[config.mk]
export PLATFORM = sky130hd
export DESIGN_NAME = bounded_lifo_stack
export DESIGN_NICKNAME = d
export VERILOG_FILES = /design/src/design/bls_pkg.sv /design/src/design/bls_datapath.sv /design/src/design/bls_ctrl.sv /design/src/design/bounded_lifo_stack.sv
export SDC_FILE = /design/constraint.sdc
export NUM_CORES = 2
export LEC_CHECK = 0
export ABC_AREA = 1
export BUFFER_PORTS_ARGS = -buffer_cell sky130_fd_sc_hd__buf_2
export CAP_MARGIN = 20
export CORE_ASPECT_RATIO = 0.6
export CORE_UTILIZATION = 55
export DETAILED_ROUTE_END_ITERATION = 7
export PLACE_DENSITY = 0.71
export RECOVER_POWER = 100
export SETUP_SLACK_MARGIN = 0.02
export SYNTH_ARGS = -nofsm -noshare
export SYNTH_HDL_FRONTEND = slang
export SYNTH_SLANG_ARGS = --single-unit
[constraint.sdc]
create_clock -name i_clk -period 6 [get_ports i_clk]
set_input_delay 0.9 -clock i_clk [delete_from_list [all_inputs] [get_ports i_clk]]
set_output_delay 0.9 -clock i_clk [all_outputs]
set_load 0.03 [all_outputs]
[src/design/bls_pkg.sv]
// Shared types and codes for the bounded LIFO stack.
// Used by bls_ctrl, bls_datapath and bounded_lifo_stack; no dependencies.
`default_nettype none

package bls_pkg;

    localparam int DEPTH_DEF = 64;

    localparam int KIND_W   = 2;
    localparam int STATUS_W = 3;
    localparam int WORD_W   = 32;

    // Request kinds
    localparam logic [KIND_W-1:0] KIND_PUSH = 2'd0;
    localparam logic [KIND_W-1:0] KIND_POP  = 2'd1;
    localparam logic [KIND_W-1:0] KIND_DISP = 2'd2;

    // Result status codes
    localparam logic [STATUS_W-1:0] ST_PUSHED    = 3'd0;
    localparam logic [STATUS_W-1:0] ST_POPPED    = 3'd1;
    localparam logic [STATUS_W-1:0] ST_OVERFLOW  = 3'd2;
    localparam logic [STATUS_W-1:0] ST_UNDERFLOW = 3'd3;
    localparam logic [STATUS_W-1:0] ST_EMPTY     = 3'd4;
    localparam logic [STATUS_W-1:0] ST_ELEMENT   = 3'd5;

    typedef enum logic [1:0] {
        SRC_ZERO  = 2'd0,
        SRC_VALUE = 2'd1,
        SRC_MEM   = 2'd2
    } t_out_src;

    typedef struct packed {
        logic                write;    // store request word on top
        logic                cnt_inc;
        logic                cnt_dec;
        logic                rd_en;    // read memory, result next cycle
        logic                rd_top;   // read address from count-1, else ptr-1
        logic                out_load;
        t_out_src            out_src;
        logic [STATUS_W-1:0] out_code;
        logic                out_last;
    } t_cmd;

    typedef struct packed {
        logic full;
        logic empty;
        logic ptr_zero;
    } t_stat;

endpackage

`default_nettype wire

[src/design/bls_datapath.sv]
// Datapath of the bounded LIFO stack: word memory, fill count, read pointer
// and result register. Depends on bls_pkg; driven by bls_ctrl commands.
`default_nettype none

module bls_datapath #(
    parameter int DEPTH = bls_pkg::DEPTH_DEF
) (
    input  wire logic                         i_clk,
    input  wire logic                         i_rst_n,
    input  wire bls_pkg::t_cmd                i_cmd,
    input  wire logic [bls_pkg::WORD_W-1:0]   i_value,
    output bls_pkg::t_stat                    o_stat,
    output logic [bls_pkg::STATUS_W-1:0]      o_status,
    output logic [bls_pkg::WORD_W-1:0]        o_data,
    output logic                              o_last
);
    import bls_pkg::*;

    localparam int CW = $clog2(DEPTH + 1);
    localparam int AW = (DEPTH > 1) ? $clog2(DEPTH) : 1;

    logic [WORD_W-1:0]   r_mem [DEPTH];
    logic [CW-1:0]       r_count;
    logic [AW-1:0]       r_ptr;
    logic [WORD_W-1:0]   r_rd_data;
    logic [STATUS_W-1:0] r_status;
    logic [WORD_W-1:0]   r_data;
    logic                r_last;

    logic [CW-1:0]       cnt_m1;
    logic [AW-1:0]       rd_addr;
    logic [WORD_W-1:0]   out_word;

    assign cnt_m1  = r_count - CW'(1);
    assign rd_addr = i_cmd.rd_top ? cnt_m1[AW-1:0] : (r_ptr - AW'(1));

    assign o_stat.full     = (r_count == CW'(DEPTH));
    assign o_stat.empty    = (r_count == '0);
    assign o_stat.ptr_zero = (r_ptr == '0);

    always_ff @(posedge i_clk) begin
        if (!i_rst_n) begin
            r_count <= '0;
        end else if (i_cmd.cnt_inc) begin
            r_count <= r_count + CW'(1);
        end else if (i_cmd.cnt_dec) begin
            r_count <= cnt_m1;
        end
    end

    // Single-port word memory with registered read
    always_ff @(posedge i_clk) begin
        if (i_cmd.write) begin
            r_mem[r_count[AW-1:0]] <= i_value;
        end
        if (i_cmd.rd_en) begin
            r_rd_data <= r_mem[rd_addr];
            r_ptr     <= rd_addr;
        end
    end

    always_comb begin
        case (i_cmd.out_src)
            SRC_VALUE: out_word = i_value;
            SRC_MEM:   out_word = r_rd_data;
            default:   out_word = '0;
        endcase
    end

    always_ff @(posedge i_clk) begin
        if (i_cmd.out_load) begin
            r_status <= i_cmd.out_code;
            r_data   <= out_word;
            r_last   <= i_cmd.out_last;
        end
    end

    assign o_status = r_status;
    assign o_data   = r_data;
    assign o_last   = r_last;

    a_count_bound: assert property (@(posedge i_clk) disable iff (!i_rst_n)
        r_count <= CW'(DEPTH))
        else $error("fill count above depth");

    a_no_write_full: assert property (@(posedge i_clk) disable iff (!i_rst_n)
        i_cmd.write |-> !o_stat.full)
        else $error("write while full");

    a_no_dec_empty: assert property (@(posedge i_clk) disable iff (!i_rst_n)
        i_cmd.cnt_dec |-> !o_stat.empty && i_cmd.rd_en && i_cmd.rd_top)
        else $error("pop without top read or while empty");

endmodule

`default_nettype wire

[src/design/bls_ctrl.sv]
// Controller of the bounded LIFO stack: decodes requests and sequences
// memory reads and result hand-off. Depends on bls_pkg.
`default_nettype none

module bls_ctrl (
    input  wire logic                       i_clk,
    input  wire logic                       i_rst_n,
    input  wire logic                       i_in_valid,
    input  wire logic [bls_pkg::KIND_W-1:0] i_kind,
    output logic                            o_in_ready,
    output logic                            o_out_valid,
    input  wire logic                       i_out_ready,
    input  wire bls_pkg::t_stat             i_stat,
    output bls_pkg::t_cmd                   o_cmd
);
    import bls_pkg::*;

    typedef enum logic [2:0] {
        S_IDLE = 3'b001,
        S_RD   = 3'b010,
        S_OUT  = 3'b100
    } t_state;

    t_state r_state, n_state;
    logic   r_disp, n_disp;

    always_comb begin
        n_state = r_state;
        n_disp  = r_disp;
        o_cmd   = '0;
        case (r_state)
            S_IDLE: begin
                if (i_in_valid) begin
                    n_disp = 1'b0;
                    case (i_kind)
                        KIND_PUSH: begin
                            o_cmd.out_load = 1'b1;
                            o_cmd.out_last = 1'b1;
                            if (i_stat.full) begin
                                o_cmd.out_code = ST_OVERFLOW;
                                o_cmd.out_src  = SRC_ZERO;
                            end else begin
                                o_cmd.write    = 1'b1;
                                o_cmd.cnt_inc  = 1'b1;
                                o_cmd.out_code = ST_PUSHED;
                                o_cmd.out_src  = SRC_VALUE;
                            end
                            n_state = S_OUT;
                        end
                        KIND_POP: begin
                            if (i_stat.empty) begin
                                o_cmd.out_load = 1'b1;
                                o_cmd.out_last = 1'b1;
                                o_cmd.out_code = ST_UNDERFLOW;
                                o_cmd.out_src  = SRC_ZERO;
                                n_state        = S_OUT;
                            end else begin
                                o_cmd.cnt_dec = 1'b1;
                                o_cmd.rd_en   = 1'b1;
                                o_cmd.rd_top  = 1'b1;
                                n_state       = S_RD;
                            end
                        end
                        KIND_DISP: begin
                            if (i_stat.empty) begin
                                o_cmd.out_load = 1'b1;
                                o_cmd.out_last = 1'b1;
                                o_cmd.out_code = ST_EMPTY;
                                o_cmd.out_src  = SRC_ZERO;
                                n_state        = S_OUT;
                            end else begin
                                o_cmd.rd_en  = 1'b1;
                                o_cmd.rd_top = 1'b1;
                                n_disp       = 1'b1;
                                n_state      = S_RD;
                            end
                        end
                        default: ;  // drop unused request code
                    endcase
                end
            end
            S_RD: begin
                o_cmd.out_load = 1'b1;
                o_cmd.out_src  = SRC_MEM;
                o_cmd.out_code = r_disp ? ST_ELEMENT : ST_POPPED;
                o_cmd.out_last = !r_disp || i_stat.ptr_zero;
                n_state        = S_OUT;
            end
            S_OUT: begin
                if (i_out_ready) begin
                    if (r_disp && !i_stat.ptr_zero) begin
                        // advance to the next word down
                        o_cmd.rd_en = 1'b1;
                        n_state     = S_RD;
                    end else begin
                        n_state = S_IDLE;
                    end
                end
            end
            default: n_state = S_IDLE;
        endcase
    end

    always_ff @(posedge i_clk) begin
        if (!i_rst_n) begin
            r_state <= S_IDLE;
            r_disp  <= 1'b0;
        end else begin
            r_state <= n_state;
            r_disp  <= n_disp;
        end
    end

    assign o_in_ready  = (r_state == S_IDLE);
    assign o_out_valid = (r_state == S_OUT);

    a_read_then_load: assert property (@(posedge i_clk) disable iff (!i_rst_n)
        o_cmd.rd_en |=> o_cmd.out_load && o_cmd.out_src == SRC_MEM)
        else $error("memory read not followed by result load");

    a_out_held: assert property (@(posedge i_clk) disable iff (!i_rst_n)
        o_out_valid && !i_out_ready |=> o_out_valid && !o_cmd.out_load)
        else $error("pending result dropped or overwritten");

endmodule

`default_nettype wire

[src/design/bounded_lifo_stack.sv]
// Bounded LIFO stack, top level: stream ports around bls_ctrl and
// bls_datapath. Depends on bls_pkg.
//
// A LIFO of up to DEPTH signed 32-bit words. Each input request (tuser) is
// push, pop or display; the push word rides on tdata. Push and every error
// or empty result load the result register on accept and wait in the output
// state until the output is taken; pop first spends a read state on the
// registered read of the single-port word memory; display runs one memory
// read and one output hand-off per stored word. Only one request is in
// flight: s_axis_tready is high while no result is pending.
// No clearing pass follows reset.
`default_nettype none

module bounded_lifo_stack #(
    parameter int DEPTH = bls_pkg::DEPTH_DEF
) (
    input  wire logic        i_clk,
    input  wire logic        i_rst_n,
    input  wire logic        s_axis_tvalid,
    output logic             s_axis_tready,
    input  wire logic [31:0] s_axis_tdata,   // [31:0] value
    input  wire logic [1:0]  s_axis_tuser,   // [1:0] kind
    output logic             m_axis_tvalid,
    input  wire logic        m_axis_tready,
    output logic [31:0]      m_axis_tdata,   // [31:0] data
    output logic [2:0]       m_axis_tuser,   // [2:0] status
    output logic             m_axis_tlast    // last
);
    import bls_pkg::*;

    t_cmd  cmd;
    t_stat stat;

    bls_ctrl u_ctrl (
        .i_clk       (i_clk),
        .i_rst_n     (i_rst_n),
        .i_in_valid  (s_axis_tvalid),
        .i_kind      (s_axis_tuser),
        .o_in_ready  (s_axis_tready),
        .o_out_valid (m_axis_tvalid),
        .i_out_ready (m_axis_tready),
        .i_stat      (stat),
        .o_cmd       (cmd)
    );

    bls_datapath #(
        .DEPTH (DEPTH)
    ) u_dp (
        .i_clk    (i_clk),
        .i_rst_n  (i_rst_n),
        .i_cmd    (cmd),
        .i_value  (s_axis_tdata),
        .o_stat   (stat),
        .o_status (m_axis_tuser),
        .o_data   (m_axis_tdata),
        .o_last   (m_axis_tlast)
    );

endmodule

`default_nettype wire

Word level (Yosys, flattened, before mapping)
Memory sizes are Yosys's and may differ from the RTL's. A register that Yosys moved wholly into a read port is not among the register bits.
Cells that the tools add are included.
- register bits: 53
- RAM bits: 2048
- word-level logic and storage cells: 65
- memories: 1
- memories (memory ; words ; width ; rd ports ; clocked after memory_dff ; wr ports ; RTL line ; source):
    u_dp.r_mem ; 64 ; 32 ; 1 ; 1 ; 1 ; bls_datapath.sv:22 ; logic [WORD_W-1:0] r_mem [DEPTH];
- add/sub/neg operators: 3
- equality and inequality tests: 11
- mux-type cells: 32
- reductions and logical operators: 11
- operators by type and width (operator ; number):
    one-hot mux 32 bit (2 select lines) ; 1
    2-to-1 mux 7 bit ; 4
    one-hot mux 7 bit (3 select lines) ; 1
    2-to-1 mux 3 bit ; 6
    one-hot mux 7 bit (2 select lines) ; 1
    2-to-1 mux 12 bit ; 1
    one-hot mux 3 bit (3 select lines) ; 1
    2-to-1 mux 1 bit ; 8
    2-to-1 mux 2 bit ; 4
    adder 7 x 1 -> 7 bit (second input constant) ; 1
    == test 7 bit (second input constant) ; 1
    logical NOT 7 bit ; 1
    subtractor 7 x 1 -> 7 bit (second input constant) ; 1
    logical NOT 6 bit ; 1
    2-to-1 mux 6 bit ; 1
    one-hot mux 3 bit (2 select lines) ; 1
    subtractor 6 x 1 -> 6 bit (second input constant) ; 1
    == test 2 x 1 -> 1 bit (second input constant) ; 2
    == test 2 bit (second input constant) ; 2
    2-to-1 mux 4 bit ; 1
    one-hot mux 2 bit (2 select lines) ; 1
    == test 3 x 1 -> 1 bit (second input constant) ; 1
    == test 3 x 2 -> 1 bit (second input constant) ; 1
    == test 3 bit (second input constant) ; 1
    12 further kinds ; 13

Logic depth before layout (Yosys ltp)
- depth in word-level cells: 7
- gate-level depth with buffers: 21

Hierarchy
From an unflattened synthesis, not the netlist that was laid out.
- cell total of the unflattened synthesis: 8923
- area, all modules: 93658.6 um^2
- by module, submodules not included (module ; instances ; cells an instance ; area an instance (um^2) ; sequential area each (um^2)):
    bls_datapath ; 1 ; 8858 ; 93244.4 ; 63861.2
    bls_ctrl ; 1 ; 65 ; 414.1 ; 80.1

Least setup slack after synthesis
Ideal clock, no wire load.
- path type: in2reg
- start point: in s_axis_tvalid
- end point: mem u_dp.r_mem[42][0] (enable)
- library setup time: 502 ps
- arrival time: 5133 ps
- setup slack: 365 ps
- stages: 9
- buffers on the path: 1
- cell sequence: inv_1 nor2_4 inv_1 nor2_1 nand2_1 inv_1 buf_2 nand4_1 nor4_1
- longest elaborated chain between the ends: 4
- ends and longest elaborated chain (element ; RTL line ; source):
    from (decl) ; bounded_lifo_stack.sv:19 ; input wire logic s_axis_tvalid,
    2-to-1 mux 12 bit ; bls_ctrl.sv:33 ; if (i_in_valid) begin
    2-to-1 mux 3 bit ; bls_ctrl.sv:31 ; case (r_state)
    2-to-1 mux 1 bit ; bls_datapath.sv:53 ; if (i_cmd.write) begin
    2-to-1 mux 1 bit (implied by the code) ; bls_datapath.sv:54 ; r_mem[r_count[AW-1:0]] <= i_value;
    to (decl) ; bls_datapath.sv:22 ;
Every way passes these cells.

Final worst setup path
- start point: reg u_dp.r_count[0]
- end point: mem u_dp.r_mem[34][20] (enable)
- longest elaborated chain between the ends: 7
- ends and longest elaborated chain (element ; RTL line ; source):
    from (decl) ; bls_datapath.sv:23 ; logic [CW-1:0] r_count;
    from (signal assigned) ; bls_datapath.sv:45 ; r_count <= r_count + CW'(1);
    from (signal assigned) ; bls_datapath.sv:47 ; r_count <= cnt_m1;
    == test 7 bit ; bls_datapath.sv:37 ; assign o_stat.full = (r_count == CW'(DEPTH));
    2-to-1 mux 2 bit ; bls_ctrl.sv:39 ; if (i_stat.full) begin
    2-to-1 mux 2 bit ; bls_ctrl.sv:35 ; case (i_kind)
    2-to-1 mux 12 bit ; bls_ctrl.sv:33 ;
    2-to-1 mux 3 bit ; bls_ctrl.sv:31 ;
    2-to-1 mux 1 bit ; bls_datapath.sv:53 ;
    2-to-1 mux 1 bit (implied by the code) ; bls_datapath.sv:54 ;
Parallel ways exist; a longest one is shown, timed or not.

==> impl_metrics.ini <==
[sta]
layout_min_cycle_time_ns = 5.61
worstMarginPinSlew_ns = 3.90
fin_crit_sh_pct = 93.5
fin_skew_ns = 0.0578
fin_tns_setup_ns = 0
fmax_mhz = 178
hold_violations = 0
hold_slack_ns = 0.382
final_max_slew_viol_count = 2965
maxSlewHeadroom_pct = -160
grt_setup_unrepaired = no
finalSetupViolCount = 0

[detailed_routing]
avgRoutedWirePerCell_um = 25.0
wl_um = 282000
drc = 0
ant_nets = 0
first_pass_iters = 6
via_per_inst = 5.80
via_count = 65200
drt_iter0_drc = 11600

[grt]
grt_max_degree = 150
gr-usage-met3_pct = 10.1
grt_use_total_pct = 33.0
overflow = 0
first_global_vias = 60800
use_met2_pct = 47.3
met1_usage_pct = 47.6
antenna_found_initial = 15
grt_pass1_wl_um = 407000
busiest_layer = met1

[setup_path]
crit_path_end_kind = flip-flop
rr_startpoint = u_dp.r_count[0]
max_stage_delay_ns = 1.56
crit_path_top_delay_cell = nor2_1
worst-path-max-fanout = 20
critPathKind = flip-flop to flip-flop
cp-start-kind = flip-flop
worstRegToRegCells = 11
r2r-end = u_dp.r_mem[34][20]
cp_cell_sequence = inv_1 > ha_1 > nand2_1 > nor2_1 > nand2_1 > nand2_1 > inv_1 > nand4_1 > clkbuf_1 > nor2_1 > clkbuf_2
crit_top_cell = nand2_1
cp.arrival_ns = 6.05
r2r_slack_ns = 0.39
worstPathRequired_ns = 6.44

[logic_synthesis]
synth-compound-area-share_pct = 0.382
muxShareOfSynthArea_pct = 0
yosysTopAreaCell = edfxtp_1
synth_area_mm2 = 0.0924
syn_inst = 8829
synthXorXnorAreaFrac_pct = 0.0758
ys.warnings.count = 0
ys.flop_type = edfxtp_1
post-synth-top-count-cell = nand2_1
synth_fa_ha_area_share_pct = 0.135
synth_edf_count = 2122
synth_area_leaders = edfxtp_1 69%, nand2_1 10%, nand3_1 9.9%
yosysSeqAreaShare_pct = 69.2
syn_nets = 8877
synth_cell_type_count = 41
async_flop_share_pct = 0
yosys.area_share.simple_pct = 20.9
syn_area_per_cell_um2 = 10.5
ys_ff_latch = 2133
synth_top_area_share_pct = 69.0
synth_common_cells = 2500 x nand2_1, 2122 x edfxtp_1, 1834 x nand3_1
synth_top_family_by_area = simple AND/OR/NAND/NOR gates

[clock_tree]
hold_buffers = 0
cts.sinks = 2133
cts.path.max_buffers = 4
cts_buffers = 194
cts-root-buf = clkbuf_16
htree_levels = 4
path_clk_slew_ns = 0.07
cts_tree = done
ctsResizeCount = 0
clk_latency_ns = 0.87
cts_setup_buffers = 0

[layout]
final_nets = 8904
num-fill-cells = 13200
drive_above_1_share_pct = 4.98
area_growth_pct = 9.68

[floorplanning]
die_y_um = 319
core_area_mm2 = 0.167
dieArea_mm2 = 0.170
fp.dieW_um = 531
rows = 116
boundaryPins = 76
start_util_pct = 55.4

[worst_hold_path]
hp-class = input port to flip-flop
hold_start = i_rst_n
holdPathStages = 2
min_to = u_ctrl.r_state[0]

[run_status]
violations = max-capacitance violations, max-slew violations
status = complete, but fails checks

[power]
p_sw_mw = 14.2
ir_worst_vdd_v = 0.000532
comb_power_share_pct = 28.0
netSwitchingFraction_pct = 35.0
p_int_mw = 26.3
power_density_mw_per_mm2 = 400
p_clk_share_pct = 30.5
seq_power_share_pct = 41.4
power_leakage_nw = 41.9

[place]
dp_hpwl_um = 158000
place.gp.congestion = 0.903
numPortBuffers = 75

[job]
timing.max_cap.violations = 93
-- routing by layer --
layer	share of wire (%)	vias to the layer above	routed length [µm]
met3	16	736	44700
met2	42	4726	117000
li1	-	28800	-
met1	38	31000	108000
met4	4.2	10	11800
met5	0.024	-	67
-- worst max-delay path, delay by kind of cell, from the launching register on --
| family | cells | cell delay [ns] |
|---|---|---|
| buffers and inverters | 4 | 2.19 |
| and+or+nand+nor | 6 | 2.16 |
| DFF | 1 | 0.55 |
| adders and majority gates | 1 | 0.29 |
-- worst max-delay path by stage --
stage | end | cells after the start | from
2_1_floorplan | u_dp.r_mem[42][0] | 9 | s_axis_tvalid
3_3_place_gp | u_dp.r_rd_data[7] | 13 | s_axis_tuser[0]
3_5_place_dp | u_dp.r_rd_data[7] | 13 | s_axis_tuser[0]
4_1_cts | u_dp.r_rd_data[7] | 15 | u_dp.r_count[0]
5_1_grt | u_dp.r_mem[47][27] | 10 | u_dp.r_count[0]
6_report | u_dp.r_mem[34][20] | 11 | u_dp.r_count[0]
-- cells in the final DEF, fill, tap and decap left out, drive strengths merged, types with 3 or more instances in the layout --
master,netlist,routed
buf,374,113
nand2,2504,2504
nor3,9,9
nand4,11,11
inv,1675,1674
a21oi,38,38
diode,0,4
bufinv,0,19
nand3b,32,32
o21ai,15,15
edfxtp,2122,2122
clkinvlp,0,3
ha,10,10
clkbuf,90,420
nand3,1835,1835
nor4,4,4
xor2,7,7
clkinv,1,86
nor2,78,78
dfxtp,11,11
-- layout make-up --
| type | instances | area [µm²] | share of cell area (%) |
|---|---|---|---|
| Clock buffer | 238 | 5140 | 5.07 |
| Antenna cell | 4 | 10.0 | 0.00988 |
| Sequential cell | 2133 | 63900 | 63.1 |
| Tap cell | 2242 | 2810 | 2.77 |
| Clock inverter | 106 | 961 | 0.948 |
| Timing Repair Buffer | 295 | 2050 | 2.02 |
| Inverter | 1676 | 6300 | 6.22 |
| Multi-Input combinational cell | 4556 | 20100 | 19.9 |
-- registers in the layout, indices dropped and copies added, names as in the netlist --
signal and cells:
u_ctrl.r_disp 1, u_ctrl.r_state 3, u_dp.o_data 32, u_dp.o_last 1, u_dp.o_status 3, u_dp.r_count 7
u_dp.r_mem 2048, u_dp.r_ptr 6, u_dp.r_rd_data 32
-- stage by stage --
step	std cells	total power, mW	worst slack [ns]	area, µm²	util, %
after floorplan	8829	23.8	0.365	92400	-
after global placement	10900	27.9	1.00	96000	57.6
after detailed placement	10900	28.0	0.953	96100	57.6
after CTS	11200	40.1	0.921	102000	61.3
after global routing	11200	41.7	0.232	101000	60.8
final	11300	40.5	0.389	101000	60.8
-- power by group through the flow --
stage          sequential, mW  clock (mW)  combinational [mW]
2_1_floorplan            17.1           0                6.68
3_3_place_gp             17.1           0                10.8
3_5_place_dp             17.1           0                11.0
4_1_cts                  16.7        12.4                11.0
5_1_grt                  16.8        12.9                12.0
6_report                 16.8        12.4                11.4
-- cells by family (layout without fill, tap and decap cells) --
kind of cell / count (synthesis) / after routing
and+or+nand+nor: 4476 / 4476
buffers and inverters: 2140 / 2315
DFF: 2133 / 2133
AOI/OAI and AO/OA: 62 / 62
adders and majority gates: 10 / 10
xor gates and xnor gates: 8 / 8
other: 0 / 4
Note: power is estimated with default switching activity, not from simulation.
